### config.mk
export PLATFORM = sky130hd
export DESIGN_NAME = check_digit_validator_flat
export DESIGN_NICKNAME = d
export VERILOG_FILES = /design/src/rtl/cdv_pkg.sv /design/src/rtl/cdv_if.sv /design/src/rtl/check_digit_validator.sv /design/src/flat_wrapper.sv
export SDC_FILE = /design/constraint.sdc
export NUM_CORES = 1
export LEC_CHECK = 0
export ABC_AREA = 1
export ABC_CLOCK_PERIOD_IN_PS = 12480
export BUFFER_PORTS_ARGS = -buffer_cell sky130_fd_sc_hd__buf_2
export CORE_UTILIZATION = 70
export CTS_CLUSTER_DIAMETER = 30
export DETAILED_ROUTE_END_ITERATION = 12
export GPL_ROUTABILITY_DRIVEN = 0
export GPL_TIMING_DRIVEN = 0
export PLACE_DENSITY = 0.9
export SLEW_MARGIN = 20
export SYNTH_ARGS = -nofsm -noshare
export SYNTH_HDL_FRONTEND = slang
export SYNTH_SLANG_ARGS = --single-unit
### constraint.sdc
create_clock -name clk -period 12.48 [get_ports clk]
set_input_delay 0 -clock clk [delete_from_list [all_inputs] [get_ports clk]]
set_output_delay 0 -clock clk [all_outputs]
set_load 0.1 [all_outputs]
### src/rtl/cdv_pkg.sv
// Package for the check digit validator: scheme and status codes, character
// constants, per-scheme weights and the small remainder tables.
// No dependencies.
package cdv_pkg;

	localparam int unsigned MAX_LENGTH = 32;
	localparam int unsigned COUNT_W    = 6;
	localparam int unsigned LEN_W      = COUNT_W + 1;
	localparam int unsigned RES_W      = 4;
	localparam int unsigned PROD_W     = 7;
	localparam int unsigned LUT_DEPTH  = 1 << PROD_W;
	localparam int unsigned SUM_W      = 12;
	localparam int unsigned TOT_W      = SUM_W + 1;

	typedef enum logic [2:0] {
		SCH_LUHN    = 3'd0,
		SCH_IMEI    = 3'd1,
		SCH_USPS    = 3'd2,
		SCH_UPC     = 3'd3,
		SCH_ISBN10  = 3'd4,
		SCH_ISBN13  = 3'd5,
		SCH_ROUTING = 3'd6,
		SCH_ISSN    = 3'd7
	} scheme_t;

	typedef enum logic [2:0] {
		ST_NOT_VERIFIED = 3'd0,
		ST_VERIFIED     = 3'd1,
		ST_BAD_LENGTH   = 3'd2,
		ST_BAD_CHAR     = 3'd3,
		ST_CHECK_VALUE  = 3'd4
	} status_t;

	localparam logic [7:0] CHAR_ZERO    = 8'h30;
	localparam logic [7:0] CHAR_NINE    = 8'h39;
	localparam logic [7:0] CHAR_STAR    = 8'h2A;
	localparam logic [7:0] CHAR_X_UPPER = 8'h58;
	localparam logic [7:0] CHAR_X_LOWER = 8'h78;

	localparam logic [LEN_W-1:0] LEN_IMEI    = LEN_W'(15);
	localparam logic [LEN_W-1:0] LEN_USPS    = LEN_W'(11);
	localparam logic [LEN_W-1:0] LEN_UPC     = LEN_W'(12);
	localparam logic [LEN_W-1:0] LEN_ISBN10  = LEN_W'(10);
	localparam logic [LEN_W-1:0] LEN_ISBN13  = LEN_W'(13);
	localparam logic [LEN_W-1:0] LEN_ROUTING = LEN_W'(9);
	localparam logic [LEN_W-1:0] LEN_ISSN    = LEN_W'(8);
	localparam logic [LEN_W-1:0] LEN_MAX     = LEN_W'(MAX_LENGTH);
	localparam logic [COUNT_W-1:0] COUNT_SAT = '1;

	localparam logic [RES_W-1:0] CHECK_X = 4'd10;

	// When a running total wraps past its width, its remainder drops by the
	// remainder of the wrap amount; these add back the complement.
	localparam logic [RES_W-1:0] WRAP9  = RES_W'(9 - (1 << SUM_W) % 9);
	localparam logic [RES_W-1:0] WRAP10 = RES_W'(10 - (1 << SUM_W) % 10);
	localparam logic [RES_W-1:0] WRAP11 = RES_W'(11 - (1 << SUM_W) % 11);

	typedef logic [RES_W-1:0] mod_lut_t [LUT_DEPTH];

	function automatic mod_lut_t build_mod9();
		mod_lut_t lut;
		for (int i = 0; i < LUT_DEPTH; i++) begin
			lut[i] = RES_W'(i % 9);
		end
		return lut;
	endfunction

	function automatic mod_lut_t build_mod10();
		mod_lut_t lut;
		for (int i = 0; i < LUT_DEPTH; i++) begin
			lut[i] = RES_W'(i % 10);
		end
		return lut;
	endfunction

	function automatic mod_lut_t build_mod11();
		mod_lut_t lut;
		for (int i = 0; i < LUT_DEPTH; i++) begin
			lut[i] = RES_W'(i % 11);
		end
		return lut;
	endfunction

	localparam mod_lut_t MOD9_LUT  = build_mod9();
	localparam mod_lut_t MOD10_LUT = build_mod10();
	localparam mod_lut_t MOD11_LUT = build_mod11();

	// Sum of two remainders below m, brought back below m.
	function automatic logic [RES_W-1:0] add_mod(logic [RES_W-1:0] a,
			logic [RES_W-1:0] b, logic [RES_W-1:0] m);
		logic [RES_W:0] s;
		s = {1'b0, a} + {1'b0, b};
		return (s >= {1'b0, m}) ? RES_W'(s - {1'b0, m}) : s[RES_W-1:0];
	endfunction

	// Weight of the leading digit at position p (0 is the leftmost digit).
	function automatic logic [3:0] weight_at(scheme_t s, logic [COUNT_W-1:0] p);
		logic [3:0] w;
		w = 4'd0;
		unique case (s)
			SCH_USPS:   w = 4'd1;
			SCH_UPC:    w = p[0] ? 4'd1 : 4'd3;
			SCH_ISBN10: w = (p < COUNT_W'(9)) ? p[3:0] + 4'd1 : 4'd0;
			SCH_ISBN13: w = p[0] ? 4'd3 : 4'd1;
			SCH_ROUTING: begin
				if (p < COUNT_W'(8)) begin
					unique case (p[2:0])
						3'd0, 3'd3, 3'd6: w = 4'd7;
						3'd1, 3'd4, 3'd7: w = 4'd3;
						default:          w = 4'd9;
					endcase
				end
			end
			SCH_ISSN:   w = (p < COUNT_W'(7)) ? 4'd8 - {1'b0, p[2:0]} : 4'd0;
			default:    w = 4'd0;
		endcase
		return w;
	endfunction

endpackage

### src/rtl/cdv_if.sv
// Handshake interfaces of the check digit validator: character words in,
// result words out and the scheme configuration write. No dependencies.
interface cdv_char_if;
	logic       valid;
	logic       ready;
	logic [7:0] char_code;
	logic       last_char;
	modport source (output valid, output char_code, output last_char, input ready);
	modport sink   (input valid, input char_code, input last_char, output ready);
endinterface

interface cdv_result_if;
	logic       valid;
	logic       ready;
	logic [2:0] status;
	logic [3:0] check_value;
	modport source (output valid, output status, output check_value, input ready);
	modport sink   (input valid, input status, input check_value, output ready);
endinterface

interface cdv_cfg_if;
	logic       valid;
	logic       ready;
	logic [2:0] scheme_select;
	modport source (output valid, output scheme_select, input ready);
	modport sink   (input valid, input scheme_select, output ready);
endinterface

### src/rtl/check_digit_validator.sv
// Check digit validator top level: input register, running remainders and
// the result register. Depends on cdv_pkg and the interfaces in cdv_if.sv.
//
// Channel   Direction  Word
// cfg       in         scheme_select (3 bits)
// digits    in         char_code (8 bits), last_char (1 bit)
// verdict   out        status (3 bits), check_value (4 bits)
//
// A character word is taken every cycle unless a last character waits on a
// stalled result; its result passes the input and the result registers.
// Running sums are kept as remainders mod 9, 10 and 11 beside twelve-bit
// totals, whose wrap adjusts the remainders, one add each per word.
// Reset clears the scheme, the running state and both valid flags at once.
// Only a last character waits on a stalled result; others always pass.
module check_digit_validator (
	input  logic              clk,
	input  logic              arst_n,
	cdv_cfg_if.sink           cfg,
	cdv_char_if.sink          digits,
	cdv_result_if.source      verdict
);
	import cdv_pkg::*;

	scheme_t              scheme_q;
	logic                 valid_s1;
	logic [7:0]           char_s1;
	logic                 last_s1;
	logic [COUNT_W-1:0]   count_q;
	logic [RES_W-1:0]     even_q;
	logic [RES_W-1:0]     odd_q;
	logic [RES_W-1:0]     w9_q;
	logic [RES_W-1:0]     w10_q;
	logic [RES_W-1:0]     w11_q;
	logic [SUM_W-1:0]     even_tot_q;
	logic [SUM_W-1:0]     odd_tot_q;
	logic [SUM_W-1:0]     wsum_q;
	logic                 bad_q;
	logic                 out_valid_q;
	status_t              status_q;
	logic [RES_W-1:0]     check_q;

	logic                 s1_adv;
	logic                 s1_fire;
	logic                 is_digit;
	logic [3:0]           d;
	logic [4:0]           d2;
	logic [3:0]           dbl;
	logic [3:0]           w;
	logic [7:0]           prod;
	logic [3:0]           even_term, odd_term;
	logic [TOT_W-1:0]     even_tot, odd_tot, wsum_tot;
	logic [RES_W-1:0]     even_nx, odd_nx, w9_nx, w10_nx, w11_nx;
	logic [RES_W-1:0]     luhn_r;
	logic [RES_W-1:0]     luhn_cv;
	logic [RES_W-1:0]     check;
	logic [LEN_W-1:0]     len;
	logic                 len_ok;
	logic                 xok;
	logic [RES_W-1:0]     given;
	status_t              status_nx;
	logic [RES_W-1:0]     value_nx;

	assign cfg.ready = 1'b1;

	always_ff @(posedge clk or negedge arst_n) begin
		if (!arst_n) begin
			scheme_q <= SCH_LUHN;
		end else if (cfg.valid) begin
			scheme_q <= scheme_t'(cfg.scheme_select);
		end
	end

	assign s1_adv       = !(last_s1 && out_valid_q && !verdict.ready);
	assign s1_fire      = valid_s1 && s1_adv;
	assign digits.ready = !valid_s1 || s1_adv;

	always_ff @(posedge clk or negedge arst_n) begin
		if (!arst_n) begin
			valid_s1 <= 1'b0;
		end else if (digits.ready) begin
			valid_s1 <= digits.valid;
		end
	end

	always_ff @(posedge clk) begin
		if (digits.ready && digits.valid) begin
			char_s1 <= digits.char_code;
			last_s1 <= digits.last_char;
		end
	end

	// Per-character terms.
	assign is_digit = (char_s1 >= CHAR_ZERO) && (char_s1 <= CHAR_NINE);
	assign d        = is_digit ? char_s1[3:0] : 4'd0;
	assign d2       = {d, 1'b0};
	assign dbl      = (d2 > 5'd9) ? 4'(d2 - 5'd9) : d2[3:0];
	assign w        = weight_at(scheme_q, count_q);
	assign prod     = d * w;

	always_comb begin
		even_term = count_q[0] ? d : dbl;
		odd_term  = count_q[0] ? dbl : d;
		even_tot  = {1'b0, even_tot_q} + TOT_W'(even_term);
		odd_tot   = {1'b0, odd_tot_q} + TOT_W'(odd_term);
		wsum_tot  = {1'b0, wsum_q} + TOT_W'(prod);
		even_nx   = add_mod(add_mod(even_q, even_term, 4'd10),
			even_tot[SUM_W] ? WRAP10 : 4'd0, 4'd10);
		odd_nx    = add_mod(add_mod(odd_q, odd_term, 4'd10),
			odd_tot[SUM_W] ? WRAP10 : 4'd0, 4'd10);
		w9_nx     = add_mod(add_mod(w9_q, MOD9_LUT[prod[PROD_W-1:0]], 4'd9),
			wsum_tot[SUM_W] ? WRAP9 : 4'd0, 4'd9);
		w10_nx    = add_mod(add_mod(w10_q, MOD10_LUT[prod[PROD_W-1:0]], 4'd10),
			wsum_tot[SUM_W] ? WRAP10 : 4'd0, 4'd10);
		w11_nx    = add_mod(add_mod(w11_q, MOD11_LUT[prod[PROD_W-1:0]], 4'd11),
			wsum_tot[SUM_W] ? WRAP11 : 4'd0, 4'd11);
	end

	// Check value and verdict for a last character.
	always_comb begin
		luhn_r  = count_q[0] ? even_q : odd_q;
		luhn_cv = (count_q == '0 || luhn_r == '0) ? 4'd0 : 4'd10 - luhn_r;
		len     = {1'b0, count_q} + LEN_W'(1);
		check   = 4'd0;
		len_ok  = 1'b0;
		unique case (scheme_q)
			SCH_LUHN: begin
				check  = luhn_cv;
				len_ok = (len <= LEN_MAX);
			end
			SCH_IMEI: begin
				check  = luhn_cv;
				len_ok = (len == LEN_IMEI);
			end
			SCH_USPS: begin
				check  = w9_q;
				len_ok = (len == LEN_USPS);
			end
			SCH_UPC: begin
				check  = (w10_q == '0) ? 4'd0 : 4'd10 - w10_q;
				len_ok = (len == LEN_UPC);
			end
			SCH_ISBN10: begin
				check  = w11_q;
				len_ok = (len == LEN_ISBN10);
			end
			SCH_ISBN13: begin
				check  = (w10_q == '0) ? 4'd0 : 4'd10 - w10_q;
				len_ok = (len == LEN_ISBN13);
			end
			SCH_ROUTING: begin
				check  = w10_q;
				len_ok = (len == LEN_ROUTING);
			end
			SCH_ISSN: begin
				check  = (w11_q == '0) ? 4'd0 : 4'd11 - w11_q;
				len_ok = (len == LEN_ISSN);
			end
			default: begin
				check  = 4'd0;
				len_ok = 1'b0;
			end
		endcase

		xok   = (scheme_q == SCH_ISBN10 || scheme_q == SCH_ISSN)
			&& (char_s1 == CHAR_X_UPPER || char_s1 == CHAR_X_LOWER);
		given = is_digit ? d : CHECK_X;

		status_nx = ST_BAD_CHAR;
		value_nx  = 4'd0;
		priority if (!len_ok) begin
			status_nx = ST_BAD_LENGTH;
		end else if (bad_q) begin
			status_nx = ST_BAD_CHAR;
		end else if (char_s1 == CHAR_STAR) begin
			status_nx = ST_CHECK_VALUE;
			value_nx  = check;
		end else if (is_digit || xok) begin
			status_nx = (given == check) ? ST_VERIFIED : ST_NOT_VERIFIED;
			value_nx  = check;
		end else begin
			status_nx = ST_BAD_CHAR;
		end
	end

	always_ff @(posedge clk or negedge arst_n) begin
		if (!arst_n) begin
			count_q    <= '0;
			even_q     <= '0;
			odd_q      <= '0;
			w9_q       <= '0;
			w10_q      <= '0;
			w11_q      <= '0;
			even_tot_q <= '0;
			odd_tot_q  <= '0;
			wsum_q     <= '0;
			bad_q      <= 1'b0;
		end else if (s1_fire) begin
			if (last_s1) begin
				count_q    <= '0;
				even_q     <= '0;
				odd_q      <= '0;
				w9_q       <= '0;
				w10_q      <= '0;
				w11_q      <= '0;
				even_tot_q <= '0;
				odd_tot_q  <= '0;
				wsum_q     <= '0;
				bad_q      <= 1'b0;
			end else begin
				if (count_q != COUNT_SAT) begin
					count_q <= count_q + COUNT_W'(1);
				end
				if (is_digit) begin
					even_q     <= even_nx;
					odd_q      <= odd_nx;
					w9_q       <= w9_nx;
					w10_q      <= w10_nx;
					w11_q      <= w11_nx;
					even_tot_q <= even_tot[SUM_W-1:0];
					odd_tot_q  <= odd_tot[SUM_W-1:0];
					wsum_q     <= wsum_tot[SUM_W-1:0];
				end else begin
					bad_q <= 1'b1;
				end
			end
		end
	end

	always_ff @(posedge clk or negedge arst_n) begin
		if (!arst_n) begin
			out_valid_q <= 1'b0;
		end else if (s1_fire && last_s1) begin
			out_valid_q <= 1'b1;
		end else if (verdict.ready) begin
			out_valid_q <= 1'b0;
		end
	end

	always_ff @(posedge clk) begin
		if (s1_fire && last_s1) begin
			status_q <= status_nx;
			check_q  <= value_nx;
		end
	end

	assign verdict.valid       = out_valid_q;
	assign verdict.status      = status_q;
	assign verdict.check_value = check_q;

	a_last_gives_result: assert property (@(posedge clk) disable iff (!arst_n)
		s1_fire && last_s1 |=> out_valid_q)
		else $error("A last character did not load a result.");

	a_last_clears_count: assert property (@(posedge clk) disable iff (!arst_n)
		s1_fire && last_s1 |=> count_q == '0 && !bad_q)
		else $error("Running state not cleared after a last character.");

	a_stall_only_on_result: assert property (@(posedge clk) disable iff (!arst_n)
		!digits.ready |-> valid_s1 && last_s1 && out_valid_q && !verdict.ready)
		else $error("Input stalled without a waiting result.");

	a_error_value_zero: assert property (@(posedge clk) disable iff (!arst_n)
		out_valid_q && (status_q == ST_BAD_LENGTH || status_q == ST_BAD_CHAR)
			|-> check_q == '0)
		else $error("Nonzero check value with a length or character error.");

	a_value_range: assert property (@(posedge clk) disable iff (!arst_n)
		out_valid_q |-> check_q <= CHECK_X)
		else $error("Check value out of range.");

endmodule
### src/flat_wrapper.sv
// flat-port wrapper written by rule: the top's interface ports become plain ports
module check_digit_validator_flat import cdv_pkg::*;
  (clk, arst_n, cfg_valid, cfg_scheme_select, cfg_ready, digits_valid, digits_char_code, digits_last_char, digits_ready, verdict_valid, verdict_status, verdict_check_value, verdict_ready);
  cdv_cfg_if cfg_i ();
  cdv_char_if digits_i ();
  cdv_result_if verdict_i ();
  input  logic clk;
  input  logic arst_n;
  input wire logic [$bits(cfg_i.valid)-1:0] cfg_valid;
  input wire logic [$bits(cfg_i.scheme_select)-1:0] cfg_scheme_select;
  output wire logic [$bits(cfg_i.ready)-1:0] cfg_ready;
  input wire logic [$bits(digits_i.valid)-1:0] digits_valid;
  input wire logic [$bits(digits_i.char_code)-1:0] digits_char_code;
  input wire logic [$bits(digits_i.last_char)-1:0] digits_last_char;
  output wire logic [$bits(digits_i.ready)-1:0] digits_ready;
  output wire logic [$bits(verdict_i.valid)-1:0] verdict_valid;
  output wire logic [$bits(verdict_i.status)-1:0] verdict_status;
  output wire logic [$bits(verdict_i.check_value)-1:0] verdict_check_value;
  input wire logic [$bits(verdict_i.ready)-1:0] verdict_ready;
  assign cfg_i.valid = cfg_valid;
  assign cfg_i.scheme_select = cfg_scheme_select;
  assign cfg_ready = cfg_i.ready;
  assign digits_i.valid = digits_valid;
  assign digits_i.char_code = digits_char_code;
  assign digits_i.last_char = digits_last_char;
  assign digits_ready = digits_i.ready;
  assign verdict_valid = verdict_i.valid;
  assign verdict_status = verdict_i.status;
  assign verdict_check_value = verdict_i.check_value;
  assign verdict_i.ready = verdict_ready;
  check_digit_validator u_core (.clk(clk), .arst_n(arst_n), .cfg(cfg_i), .digits(digits_i), .verdict(verdict_i));
endmodule
; ---- Word level (Yosys, flattened, before mapping)
; Memory sizes are Yosys's and may differ from the RTL's.
; Cells that the tools add are included.
[classes]
addsub = 31
n_bitwise = 2
muxes = 67
n_mul = 1
magnitude_cmp = 18
n_reduce_logical = 32
n_eq_ne = 25
[ops]
columns = operator, n
row1 = $mux 4, 41
row2 = $mux 12, 6
row3 = $ge 5x4->1 const B, 10
row4 = $eq 7x4->1 const B, 7
row5 = $pmux 4 s6, 2
row6 = $sub 4x4->4 const B, 11
row7 = $add 4x4->5, 6
row8 = $add 12x4->13, 2
row9 = $eq 3x3->1 const B, 7
row10 = $add 4x3->5, 4
row11 = $mux 3, 6
row12 = $eq 8x7->1 const B, 2
row13 = $add 12x8->13, 1
row14 = $logic_not 4->1, 3
row15 = $lt 6x4->1 const B, 2
row16 = $mux 6, 2
row17 = $sub 4x4->4 const A, 3
row18 = $eq 3x2->1 const B, 3
row19 = $eq 8x6->1 const B, 1
row20 = $ge 8x6->1 const B, 1
row21 = $ge 8x8->1 const B, 1
row22 = $le 8x6->1 const B, 1
row23 = $mul 4x4->8, 1
row24 = $not 7->8, 1
row25 = 25 further kinds, 52
[word_totals]
elab_cells = 197
rom_bits = 1536
regBits = 84
memories = 3
output_inout_bits = 10
in_bits = 17
[memory_table]
columns = memory, words, word_bits, rd, rd_clocked_by_memory_dff, write_ports, line
row1 = (no name shown), 128, 4, 1, 0, 0, check_digit_validator.sv:114  ; w11_nx = add_mod(add_mod(w11_q, MOD11_LUT[prod[PROD_W-1:0]], 4'd11),
row2 = (no name shown), 128, 4, 1, 0, 0, check_digit_validator.sv:110  ; w9_nx = add_mod(add_mod(w9_q, MOD9_LUT[prod[PROD_W-1:0]], 4'd9),
row3 = (no name shown), 128, 4, 1, 0, 0, check_digit_validator.sv:112  ; w10_nx = add_mod(add_mod(w10_q, MOD10_LUT[prod[PROD_W-1:0]], 4'd10),

; ---- Longest topological paths before layout
; Gate-level depths: netlist of the first run.
[logic_depth]
ltp_word = 18
mapped_depth = 50
mapped_depth_nobuf = 47

; ---- Worst setup path after synthesis of the first run
; OpenSTA, ideal clock, no wires.
[synth_path]
kind = register -> register
from = register u_core.count_q[0]
to = register u_core.w11_q[2]
required_time_ns = 12.363
path_slack_ns = 4.546
n_path_buf = 5
arrival_ns = 7.817
period_less_slack_ns = 7.934
setup_ns = 0.117
path_stages_with_launch = 45
cell_sequence = dfrtp_1 > buf_2 > inv_1 > clkbuf_1 > ha_1 > ha_1 > nor2_1 > nand2_1 > a2111oi_0 > nand2_1 > nand3_1 > nand2_1 > fa_1 > inv_1 > fa_1 > fa_1 > buf_2 > clkbuf_1 > (+9 left out) > ha_1 > inv_1 > nand3_1 > nand3_1 > nand2_1 > xor2_1 > ha_1 > fa_1 > xor2_1 > a21oi_1 > inv_1 > nor2_1 > nand3b_1 > nand2_1 > nand2_1 > nand2_1 > nand2_1 > nand2_1
[synth_via]
elab_chain_len = 18
elab_cells_between_ends = 37
classes_between = add/sub: 7 / mul: 1 / order compare: 5 / eq/ne: 5 / mux: 14 / bitwise: 1 / reduce/logical: 3 / memory: 1
[synth_rtl]
columns = element, line
row1 = "start, declared", check_digit_validator.sv:28  ; logic [COUNT_W-1:0] count_q;
row2 = "start signal, assigned", check_digit_validator.sv:211  ; count_q <= count_q + COUNT_W'(1);
row3 = $eq 3x1->1 (tied with other cells), cdv_pkg.sv:107  ; unique case (p[2:0])
row4 = $reduce_or 3->1, cdv_pkg.sv:107
row5 = $pmux 4 s2, cdv_pkg.sv:107
row6 = $mux 4, cdv_pkg.sv:106  ; if (p < COUNT_W'(8)) begin
row7 = $pmux 4 s6 *, cdv_pkg.sv:100  ; unique case (s)
row8 = $mul 4x4->8 *, check_digit_validator.sv:98  ; assign prod = d * w;
row9 = $not 7->8 (not written as such), check_digit_validator.sv:114
row10 = $mem_v2 128x4, --
row11 = $mux 4 (not written as such) (2 in a row), check_digit_validator.sv:114
row12 = $add 4x4->5, cdv_pkg.sv:92  ; s = {1'b0, a} + {1'b0, b};
row13 = $sub 4x4->4 or $ge 5x4->1 (tied branches), cdv_pkg.sv:93  ; return (s >= {1'b0, m}) ? RES_W'(s - {1'b0, m}) : s[RES_W-1:0];
row14 = $mux 4, cdv_pkg.sv:93
row15 = $add 4x3->5 *, cdv_pkg.sv:92
row16 = $sub 4x4->4 or $ge 5x4->1 (tied branches), cdv_pkg.sv:93
row17 = $mux 4 *, cdv_pkg.sv:93
row18 = $mux 4 *, check_digit_validator.sv:213  ; if (is_digit) begin
row19 = $mux 4 *, check_digit_validator.sv:198  ; if (last_s1) begin
row20 = "end signal, assigned", check_digit_validator.sv:218  ; w11_q <= w11_nx;
row21 = "end, declared", check_digit_validator.sv:33  ; logic [RES_W-1:0] w11_q;
; Every way passes the cells marked *; elsewhere a longest branch is shown, timed or not. The select of a mux whose other input is x is not followed.
; A chain may end at the register's enable or synchronous reset.

; ---- Final worst setup path of the first run
; Same ends and word-level chain as after synthesis.

==> results list, run 1 <==
- Synthesis inferred 84 register bits.
- Count of final max-slew check failures: 0
- The smallest clock period supported by the final layout is computed as 9.42 ns.
* Worst vdd ir: 0.0815 mV
- Buffers added to address setup during post-CTS repair amount to 0.
* GR Overflow Total: 0
* Global-route total usage across every layer: 42.3%
- CTS max path bufs: 2
- Setup violations remaining at the end of the flow were counted as 0.
* Setup CP Type: flip-flop to flip-flop
- Final sum of negative setup slack: 0 ns
* FFs w/ async S/R, synth: 81.0%
- The number of antenna violations at the first check in global routing was 0.
- Gate count of the mapped netlist: 1329
* Max-Cap Viols: 0
- The core region is 0.0122 mm2.
* Via count of the first global-routing pass: 9360
* DR pass1 iterations: 9
* Critical-path maximum fanout: 12
* Post-synth EDFFs: 16
* Via-to-Cell Ratio: 6.19
- The detail route stage leaves a number of antenna-violating nets equal to 0.
- CTS placed an instance of sky130_fd_sc_hd__clkbuf_16 at the clock tree root.
* H-tree levels: 3
- Power spread over the standard cell area amounts to 77.5 mW/mm2.
- After Yosys synthesis, XOR and XNOR cells account for 2.94% of the synthesized area.
- Kind of cell with the highest combined delay on the critical path: adder cells
* Compound-Gate Fraction of Synth Area: 16.8%
* Sequential Power Share: 39.5%
* Antenna diodes: 0
* Util after Layout: 80.0%
- Cell row count: 40
- Leading cell types in the layout, fill and taps excluded: sky130_fd_sc_hd__nand2_1 (334), sky130_fd_sc_hd__inv_1 (180), sky130_fd_sc_hd__nor2_1 (117), sky130_fd_sc_hd__o21ai_0 (115), sky130_fd_sc_hd__nand3_1 (100)
- Entering global routing, the biggest net connects 37 pins.
- Height of the die: 115 um
* Count of input and output buffers: 25
- Number of vias after detailed routing: 9652
* Worst clock skew: 0.0114 ns
* Distinct cell type count of the synthesized netlist: 54
* Routed wire length: 26400 um
- Drt first-iter violations: 1185
- The clock network is responsible for 33.7% of the overall power.
- Number of buffer and inverter stages on the critical path: 10
- Slew margin rel.: 34.3%
* Static leakage: 5.26 nW
- Dividing the final minimum period by the clock period gives 75.5%.
- After synthesis, the largest family of logic cells by area is simple AND/OR/NAND/NOR gates.
- Synth Area in Adders: 17.2%
- In this run the cell area measured after placement is 0.00928 mm2.
- For the worst setup path, the data arrival time is 9.66 ns.
- Fmax achieved: 0.106 GHz
- In this run the power spent charging and discharging nets is 270 uW.
- TritonCTS created 9 clock buffers.
- After filler insertion, the fill cell instance count of the layout stands at 904.
- Overall die width: 115 um
- STA classifies the critical path endpoint as a flip-flop.
* Overall die area: 0.0132 mm2
- TritonCTS built the clock tree.
* Area added between synthesis and finish: 9.46%
* Predominant post-synthesis flop cell: sky130_fd_sc_hd__dfrtp_1
* Mean cell area of the mapped netlist: 6.72 um2
- Fraction of layout instances using a drive strength above 1: 5.82%
- Net switching is 35.6% of the power.
- The first global-routing pass estimated 43600 um of wire.
- Detailed-placement wirelength estimate: 18600 um
* Result of the run: complete, no violations
- Post-synthesis mux area share: 0%
- Worst endpoint required time: 12.72 ns
* CTS clock-pin slew for the worst setup and hold paths: 0.07 ns
- Path class of the lowest-slack min-delay path: input port to flip-flop
* Number of failing hold endpoints at the final stage: 0
- For this design, the sink count on the clock tree is 84.
- The largest individual stage delay along the critical path comes from the cell sky130_fd_sc_hd__xor2_1.
- Post-synthesis simple-gate area fraction: 28.9%
- Sequential elements use 24.4% of the synthesized area.
- Top-level I/O count: 27
* Mapped Nets: 1459
- The Yosys step of the flow raised 0 warnings.
* Fin nets: 1517
- Average wire per cell in the routed design: 16.9 um
* Final design instance area without fill: 0.00977 mm2
* Total DRC errors in the routed layout: 0
* Unrepaired setup endpoints after global routing: false
- Int Pwr: 488 uW
- For the pin with the worst max-slew slack, the measured transition is 0.986 ns.
* Crit path launch type: flip-flop
- Most frequent standard cell in the layout excluding fill and tap cells: sky130_fd_sc_hd__nand2_1
* Clock latency on the worst-skew pair: 0.35 ns
- Portion of total power attributed to combinational logic: 26.7%
* Biggest cell delay along the critical path: 0.61 ns
- Once the floorplan was initialized, standard cells occupied 73.1% of the core.
- Netlist area before placement: 0.00893 mm2
* Final total power: 757 uW
- Among the stages of the critical path, the cell type that occurs most often is sky130_fd_sc_hd__nand2_1.
## synthesized netlist by cell type (all sizes together) (2+ instances only)
| master | instances | area share (%) |
|---|---|---|
| fa | 16 | 3.6 |
| edfxtp | 16 | 5.4 |
| o2111ai | 2 | 0.20 |
| or2 | 2 | 0.14 |
| inv | 186 | 7.8 |
| nand3b | 8 | 0.67 |
| xnor2 | 8 | 0.79 |
| a211oi | 4 | 0.34 |
| a21oi | 86 | 4.8 |
| nand2 | 338 | 14 |
| a22o | 5 | 0.49 |
| nor3 | 14 | 0.84 |
| buf | 19 | 1.0 |
| nand4 | 12 | 0.84 |
| a31oi | 15 | 1.1 |
| o22ai | 16 | 1.1 |
| clkbuf | 17 | 0.71 |
| ha | 97 | 14 |
| o41ai | 2 | 0.20 |
| and3 | 2 | 0.14 |
| nor2 | 124 | 5.7 |
| o32ai | 2 | 0.20 |
| o211ai | 5 | 0.42 |
| xor2 | 22 | 2.2 |
| nand3 | 104 | 6.1 |
| dfrtp | 68 | 19 |
| o21ai | 126 | 7.2 |
## layer usage
metal  vias up  routed length (um)  GRT usage, %
met5         -                   0             0
met4         0                1620          27.9
met3       154                2610          9.70
li1       4514                   -             -
met2       614               12100          68.8
met1      4370               10000          50.5
## logic make-up after synthesis
group,count (synthesis)
xor+xnor,30
other cells,1
flops,84
buf+inv,223
fa+ha+maj,113
compound gates,271
simple gates,607
## registers in the layout (all words and copies together) (netlist names), 6 cells and up
name               count
u_core.odd_tot_q      12
u_core.count_q         6
u_core.char_s1         8
u_core.wsum_q         12
u_core.even_tot_q     12
## worst min-delay path: cells and delay by family
kind | cells | cell delay [ns]
buf+inv | 2 | 0.12
simple gates | 2 | 0.24
## what timing repair did
action | in CTS | in global routing
resized for setup | 0 | 0
hold buffers | 21 | 0
hold endpoints to repair | 48 | 0
## through the flow
stage,hold WS [ns],instances,worst slack (ns)
2_1_floorplan,-0.296,1329,4.55
6_report,0.0840,1560,3.06
4_1_cts,0.0171,1560,3.28
5_1_grt,0.0620,1560,2.41
3_5_place_dp,-0.0102,1523,3.32
3_3_place_gp,0.177,1522,3.48
## path summary, 6_finish.rpt
kind	from	to	slack, ns	depth (start not counted)
min	verdict_ready	u_core.verdict.valid	0.08	4
max in group asynchronous	arst_n	u_core.w10_q[3]	11.75	3
max	u_core.count_q[0]	u_core.w11_q[2]	3.06	46
max reg2reg	u_core.count_q[0]	u_core.w11_q[2]	3.06	46
min reg2reg	u_core.wsum_q[11]	u_core.wsum_q[11]	0.47	1
min in group asynchronous	arst_n	u_core.odd_tot_q[11]	0.16	2
## area by class of cell
type / instances / area (um2) / area share, %
Clock buffer: 9 / 225 / 2.31
Sequential cell: 84 / 2180 / 22.3
Buffer: 36 / 156 / 1.60
Inverter: 187 / 704 / 7.21
Timing Repair Buffer: 47 / 358 / 3.66
Tap cell: 168 / 210 / 2.15
Multi-Input combinational cell: 1022 / 5880 / 60.2
Clock inverter: 7 / 51.3 / 0.525
## power groups by stage
| stage | Combinational, mW | Clock (mW) | Sequential [mW] |
|---|---|---|---|
| 6_report | 0.203 | 0.255 | 0.299 |
| 5_1_grt | 0.223 | 0.267 | 0.300 |
| 4_1_cts | 0.194 | 0.254 | 0.299 |
| 3_5_place_dp | 0.185 | 0 | 0.304 |
| 3_3_place_gp | 0.180 | 0 | 0.303 |
| 2_1_floorplan | 0.129 | 0 | 0.310 |
(Power assumes the default switching activity.)
==> run 2, diff against run 1 <==
--- a/config.mk
+++ b/config.mk
@@ -6,14 +6,14 @@
 export NUM_CORES = 1
 export LEC_CHECK = 0
 export ABC_AREA = 1
-export ABC_CLOCK_PERIOD_IN_PS = 12480
+export ABC_CLOCK_PERIOD_IN_PS = 8100
 export BUFFER_PORTS_ARGS = -buffer_cell sky130_fd_sc_hd__buf_2
-export CORE_UTILIZATION = 70
+export CORE_UTILIZATION = 58
 export CTS_CLUSTER_DIAMETER = 30
 export DETAILED_ROUTE_END_ITERATION = 12
 export GPL_ROUTABILITY_DRIVEN = 0
 export GPL_TIMING_DRIVEN = 0
-export PLACE_DENSITY = 0.9
+export PLACE_DENSITY = 0.8
 export SLEW_MARGIN = 20
 export SYNTH_ARGS = -nofsm -noshare
 export SYNTH_HDL_FRONTEND = slang
==> constraint.sdc (replaced) <==
create_clock -name clk -period 8.1 [get_ports clk]
set_input_delay 0 -clock clk [delete_from_list [all_inputs] [get_ports clk]]
set_output_delay 0 -clock clk [all_outputs]
set_load 0.1 [all_outputs]
==> run 2 against run 1 <==
Largest cell class unchanged. Critical path depth stayed put. Largest power group is now clock. Global-route usage decreased by 10 points. Clock power grew 86%. Core utilization is 11 points lower. Non-clock buffer count increased by 10.
==> results list, run 2 (same netlist as run 1, synthesis figures left out) <==
- In this run the remaining antenna-violating nets after routing total 0.
- CTS clock-pin slew for the worst setup and hold paths: 0.06 ns
* Final instance count without filler cells: 1586
* Routed wire length: 25100 um
- TritonCTS built the clock tree.
- Type of destination of the critical path: flip-flop
- The largest registers in the layout are u_core.even_tot_q (12), u_core.odd_tot_q (12), u_core.wsum_q (12).
- Area added between synthesis and finish: 14.0%
- Via-to-Cell Ratio: 5.85
- Along the worst path, the maximum fanout reaches 10.
* R2R Setup Slk: 0.45 ns
- In this run, the combinational gates consume 26.2% of the power.
- STA classifies the critical path startpoint as a flip-flop.
- Top-level I/O count: 27
* GR Overflow Total: 0
* Initial antenna violation count: 0
* Switching Fraction: 32.9%
- The count of final hold-check violations was 0.
- After detailed routing, the average wire length per cell comes to 15.8 um.
- The slowest stage of the critical path belongs to the cell sky130_fd_sc_hd__fa_1.
- In this run the worst hold path is classified as input port to async pin.
- The run finished with clean final reports.
- Total of endpoints with negative setup slack in the final report: 0
- Count of final max-slew check failures: 0
- For this design the total switching power over the nets is 416 uW.
- Most frequent standard cell in the layout excluding fill and tap cells: sky130_fd_sc_hd__nand2_1
* Wire length of the first global-routing pass: 41200 um
- In this design, the stage delay of the slowest critical-path cell is 0.55 ns.
- Number of sinks on the clock net: 84
- Leaving out fill and tap cells, the most frequent cells in the layout are sky130_fd_sc_hd__nand2_1 (329), sky130_fd_sc_hd__inv_1 (176), sky130_fd_sc_hd__o21ai_0 (113), sky130_fd_sc_hd__nor2_1 (112), sky130_fd_sc_hd__nand3_1 (99).
- At the placement stage, the worst setup path has a slack of -1.17 ns.
* Antenna diodes: 0
- Clock latency on the worst-skew pair: 0.35 ns
* DR pass1 iterations: 8
- After layout, the worst path uses 94.4% of the clock period.
- Total DRC errors in the routed layout: 0
- Slew at the pin closest to its max-slew limit: 0.648 ns
* Fraction of layout instances using a drive strength above 1: 9.70%
* Cell row count: 44
- Worst clock skew: 0.0113 ns
- Fmax achieved: 0.131 GHz
- In this run, placement finished with an instance count of 1539.
* H-tree levels: 3
- Fin nets: 1527
- Clock power frac: 37.5%
* Via count of the first global-routing pass: 8657
- The most numerous cell type found on the critical path is sky130_fd_sc_hd__nand2_1.
- Worst path arrival time: 7.89 ns
* Slew margin rel.: 56.8%
- Number of clock buffers inserted by TritonCTS: 9
- During placement, the flow inserted port buffers numbering 25.
- Number of buffer and inverter stages on the critical path: 11
* Int Pwr: 850 uW
- Minimum clock period: 7.65 ns
* Pin count of the biggest net entering global routing: 39
* Overall die area: 0.0159 mm2
* Root buffer selected by CTS: sky130_fd_sc_hd__clkbuf_16
- Max-Cap Viols: 0
- Once the floorplan was initialized, standard cells occupied 60.5% of the core.
- In this run, the number of DRC markers left after iteration 0 of detailed routing was 1065.
- Global-route total usage across every layer: 32.3%
- Detailed-placement wirelength estimate: 18600 um
- For the worst setup path, the data required time is 8.34 ns.
* Static leakage: 5.40 nW
- The longest clock path from root to sink contains 2 buffers.
* Setup CP Type: flip-flop to flip-flop
- On the critical path the largest part of the delay comes from adder cells.
- Number of vias after detailed routing: 9271
- The floorplan step set the die width to 126 um.
- Final worst slack: 0.453 ns
- The die is 126 um tall.
* Sequential Power Share: 36.3%
- For this design the ratio of total power to cell area is 124 mW/mm2.
* Core region area: 0.0148 mm2
- IR analysis of the VDD net gives a maximum drop of 0.115 mV.
==> run 2: cell types whose count changed in the layout (fill, tap and decap cells not counted), moves of 7 or more <==
cell,delta
sky130_fd_sc_hd__buf_2,-8
sky130_fd_sc_hd__clkbuf_1,-10
sky130_fd_sc_hd__buf_6,+7
sky130_fd_sc_hd__buf_4,+14
==> run 2: layout make-up <==
| type | count | area, um2 |
|---|---|---|
| clock inverter | 5 | 82.6 |
| tap | 184 | 230 |
| sequential | 84 | 2180 |
| multi-input combinational | 1022 | 6040 |
| fill | 1254 | 4580 |
| buffer | 35 | 230 |
| clock buffer | 11 | 254 |
| timing repair buffer | 58 | 447 |
| inverter | 187 | 712 |
==> run 2: path summary, 6_finish.rpt <==
kind / cells past startpoint / endpoint / startpoint
setup / recovery: 46 / u_core.w11_q[2] / u_core.count_q[0]
hold / removal: 2 / u_core.w11_q[2] / arst_n
setup reg to reg: 46 / u_core.w11_q[2] / u_core.count_q[0]
hold reg to reg: 1 / u_core.wsum_q[11] / u_core.wsum_q[11]
max in group asynchronous: 3 / u_core.even_tot_q[3] / arst_n
min in group clk: 2 / u_core.last_s1 / digits_last_char
==> run 2: power by group through the flow <==
stage               clock (mW)  sequential, mW  combinational, mW
floorplan                    0           0.478              0.199
global placement             0           0.467              0.279
detailed placement           0           0.467              0.285
CTS                      0.477           0.459              0.309
finish                   0.474           0.459              0.332
global route             0.493           0.461              0.369
==> run 2: repair_timing <==
item                       4_1_cts  5_1_grt
setup endpoints to repair       11       10
pin swaps                        0        7
setup buffers                    5        5
hold endpoints to repair        67        0
hold buffers                    22        0
resized for setup               30       59
==> run 2: metal layers <==
metal / vias to the layer above / routed length, um / global-route usage (%)
met4: 0 / 846 / 13.3
met3: 74 / 1710 / 4.46
li1: 4546 / - / -
met1: 4262 / 10600 / 41.2
met2: 389 / 12000 / 55.1
met5: - / 0 / 0
==> run 2: worst register-to-register path: cells and delay by family (launching register included) <==
family | cells | cell delay (ns)
buffers and inverters | 11 | 1.11
xor gates and xnor gates | 2 | 0.38
AOI/OAI and AO/OA | 3 | 0.54
and+or+nand+nor | 20 | 1.78
DFF | 1 | 0.37
adders and majority gates | 10 | 3.41
==> run 2: metrics by stage <==
stage	total power, mW	hold WS [ns]	area (um2)	TNS, ns	utilization (%)
6_report	1.27	0.135	10200	0	69.0
5_1_grt	1.32	0.179	10200	-0.0589	69.0
4_1_cts	1.25	0.147	10000	0	67.8
3_5_place_dp	0.753	-0.0259	9300	-8.30	63.1
3_3_place_gp	0.746	0.176	9280	-7.08	62.9
2_1_floorplan	0.677	-0.296	8930	0	-
==> run 3, diff against run 2 <==
--- a/config.mk
+++ b/config.mk
@@ -14,6 +14,7 @@
 export GPL_ROUTABILITY_DRIVEN = 0
 export GPL_TIMING_DRIVEN = 0
 export PLACE_DENSITY = 0.8
+export REMOVE_ABC_BUFFERS = 1
 export SLEW_MARGIN = 20
 export SYNTH_ARGS = -nofsm -noshare
 export SYNTH_HDL_FRONTEND = slang
==> run 3 against run 2 <==
Worst hold slack worse by 0.087 ns. Sequential share of layout area is 0.13 points lower. Final cell count is 0.32% lower. First-iteration DRC count is 7.9% lower. Wire length is 0.64% lower.
==> results list, run 3 (same netlist as run 1, synthesis figures left out) <==
- The first global-routing pass estimated 40800 um of wire.
- In this run the cell area measured after placement is 0.00920 mm2.
- For this run, the top clock speed supported by timing is 0.127 GHz.
- Core region area: 0.0148 mm2
- TritonCTS built the clock tree.
* Most repeated library cell on the critical path: sky130_fd_sc_hd__nand2_1
* Worst vdd ir: 0.116 mV
* Worst path arrival time: 8.11 ns
- Registers take 0.00219 mm2.
- The critical path ends at u_core.w11_q[2].
- Area added between synthesis and finish: 14.9%
* Crit path launch type: flip-flop
* Fin nets: 1522
- Total DRC errors in the routed layout: 0
- In this run the critical register-to-register path is launched from u_core.count_q[0].
- Overall die area: 0.0159 mm2
* Count of input and output buffers: 25
- Counting I/O delays and the setup requirement, the final critical path takes 7.87 ns.
* Cell row count: 44
- The final critical path takes up 97.2% of the cycle.
* Initial antenna violation count: 0
- Static leakage: 5.38 nW
- Entering global routing, the biggest net connects 55 pins.
- The first routing iteration left 981 violations.
- Type of destination of the critical path: flip-flop
- Antenna diodes: 0
- On the critical path the largest part of the delay comes from adder cells.
- The number of max-slew violations in the final report came to 0.
- Logic depth of the worst register-to-register path: 43
* Root buffer selected by CTS: sky130_fd_sc_hd__clkbuf_16
- Crit path launch: u_core.count_q[0]
- Measured along the y axis, the die boundary spans 126 um.
- Setup violations remaining at the end of the flow were counted as 0.
- Number of failing hold endpoints at the final stage: 0
- In the global route stage, overall resource usage came out at 31.8%.
- R2R Setup Slk: 0.23 ns
* Overall die width: 126 um
- Together, buffers and inverters on the worst path number 11.
- Worst endpoint required time: 8.34 ns
- Across all layers, the routed design uses 9304 vias.
- Final sum of negative setup slack: 0 ns
- Headroom to the max-slew limit came out at 29.6%.
* Detailed-placement wirelength estimate: 16600 um
* Starting Density: 60.5%
- R2R Path End: u_core.w11_q[2]
- The largest registers in the layout are u_core.even_tot_q (12), u_core.odd_tot_q (12), u_core.wsum_q (12).
- The finished cells cover 0.0103 mm2.
- Number of clock buffers inserted by TritonCTS: 9
- The later pin in the worst-skew pair is clocked with a latency of 0.35 ns.
- The critical path is of the flip-flop to flip-flop type.
- In this run the remaining antenna-violating nets after routing total 0.
* Fraction of layout instances using a drive strength above 1: 10.6%
- Result of the run: complete, no violations
- CTS max path bufs: 2
- Slew at the pin closest to its max-slew limit: 1.06 ns
- Most frequent standard cell in the layout excluding fill and tap cells: sky130_fd_sc_hd__nand2_1
- CTS built an H-tree with a depth of 3.
* Max-Cap Viols: 0
- After clock tree synthesis, the clock-pin slew on the worst setup and hold paths is 0.07 ns.
- Via count of the first global-routing pass: 8751
- In this run the count of I/O pins placed on the die edge is 27.
- DR pass1 iterations: 6
* Routed wire length: 25000 um
* Area used by multi-input combinational logic: 0.00610 mm2
- In the layout the commonest cells are sky130_fd_sc_hd__nand2_1 (328), sky130_fd_sc_hd__inv_1 (174), sky130_fd_sc_hd__nor2_1 (112), sky130_fd_sc_hd__o21ai_0 (107), sky130_fd_sc_hd__nand3_1 (98).
* Cell depth of the worst setup path: 43
- After global routing the overflow that remains totals 0.
- Number of sinks on the clock net: 84
- Slowest library cell on the worst path: sky130_fd_sc_hd__fa_2
- Of all nets on the critical path, the largest fanout is 16.
- In the final routed layout, each cell accounts on average for 15.8 um.
* Number of inserted filler cells in the final layout: 1209
* Final total power: 1.24 mW
* Biggest cell delay along the critical path: 0.74 ns
- Dividing total power by cell area gives a power density of 120 mW/mm2.
- The min-delay analysis places its worst path in the category input port to async pin.
- Using the TritonRoute via totals, the vias-per-cell ratio works out to 5.88.
* Worst clock skew: 0.0120 ns
run 3: cell count changes in the layout (fill, tap and decap cells not counted), moves of 6 or more:
cell and change:
sky130_fd_sc_hd__clkbuf_1 -7, sky130_fd_sc_hd__buf_2 -6, sky130_fd_sc_hd__clkinvlp_4 +7, sky130_fd_sc_hd__buf_6 -6, sky130_fd_sc_hd__buf_4 +14, sky130_fd_sc_hd__o21ai_0 -6
run 3: area by class of cell:
cell class / count / area share, %
timing repair buffer: 81 / 6.50
clock buffer: 9 / 2.20
inverter: 187 / 7.07
clock inverter: 7 / 0.793
timing repair inverter: 7 / 0.439
sequential: 84 / 21.3
multi-input combinational: 1022 / 59.4
tap: 184 / 2.24
run 3: repair_timing:
action / CTS / global route
pin swaps: 2 / 15
setup buffers: 14 / 18
gates cloned: 5 / 2
gates resized for setup: 18 / 49
hold endpoints to repair: 82 / 0
setup endpoints to repair: 11 / 11
hold buffers: 22 / 0
run 3: routing by layer:
layer  track usage, %  part of all wire [%]
met1             40.4                    41
met4             15.0                   4.0
met5                0                     0
met2             53.8                    48
met3             3.87                   7.4
run 3: how the worst min path moves through the flow:
stage | from | endpoint | slack (ns) | depth (start not counted)
CTS | arst_n | u_core.w9_q[0] | 0.06 | 2
global route | arst_n | u_core.w9_q[1] | 0.06 | 2
global placement | digits_last_char | u_core.last_s1 | 0.18 | 1
floorplan | arst_n | u_core.bad_q | -0.30 | 0
finish | arst_n | u_core.w9_q[1] | 0.05 | 2
detailed placement | arst_n | u_core.w9_q[1] | -0.11 | 1
run 3: stage by stage:
step                cells  hold WS [ns]  worst slack (ns)  util [%]
floorplan            1293        -0.296             -1.38         -
CTS                  1561        0.0569            0.0414      67.3
global placement     1502         0.179             -3.61      61.8
finish               1581        0.0472             0.228      69.5
detailed placement   1504        -0.115             -2.16      62.4
global route         1581        0.0593            -0.132      69.5
run 3: worst register-to-register path: cells and delay by family (launching register included):
| kind | cells | cell delay, ns |
|---|---|---|
| fa+ha+maj | 8 | 3.30 |
| simple gates | 18 | 1.77 |
| buf+inv | 11 | 1.17 |
| compound gates | 4 | 0.64 |
| flops | 1 | 0.52 |
| xor+xnor | 2 | 0.38 |
run 3: where the power goes:
group	switching (mW)	leakage, nW	total [mW]	internal, mW
Clock	0.193	0.153	0.437	0.245
Sequential	0.0168	1.08	0.463	0.446
Combinational	0.219	4.14	0.336	0.117
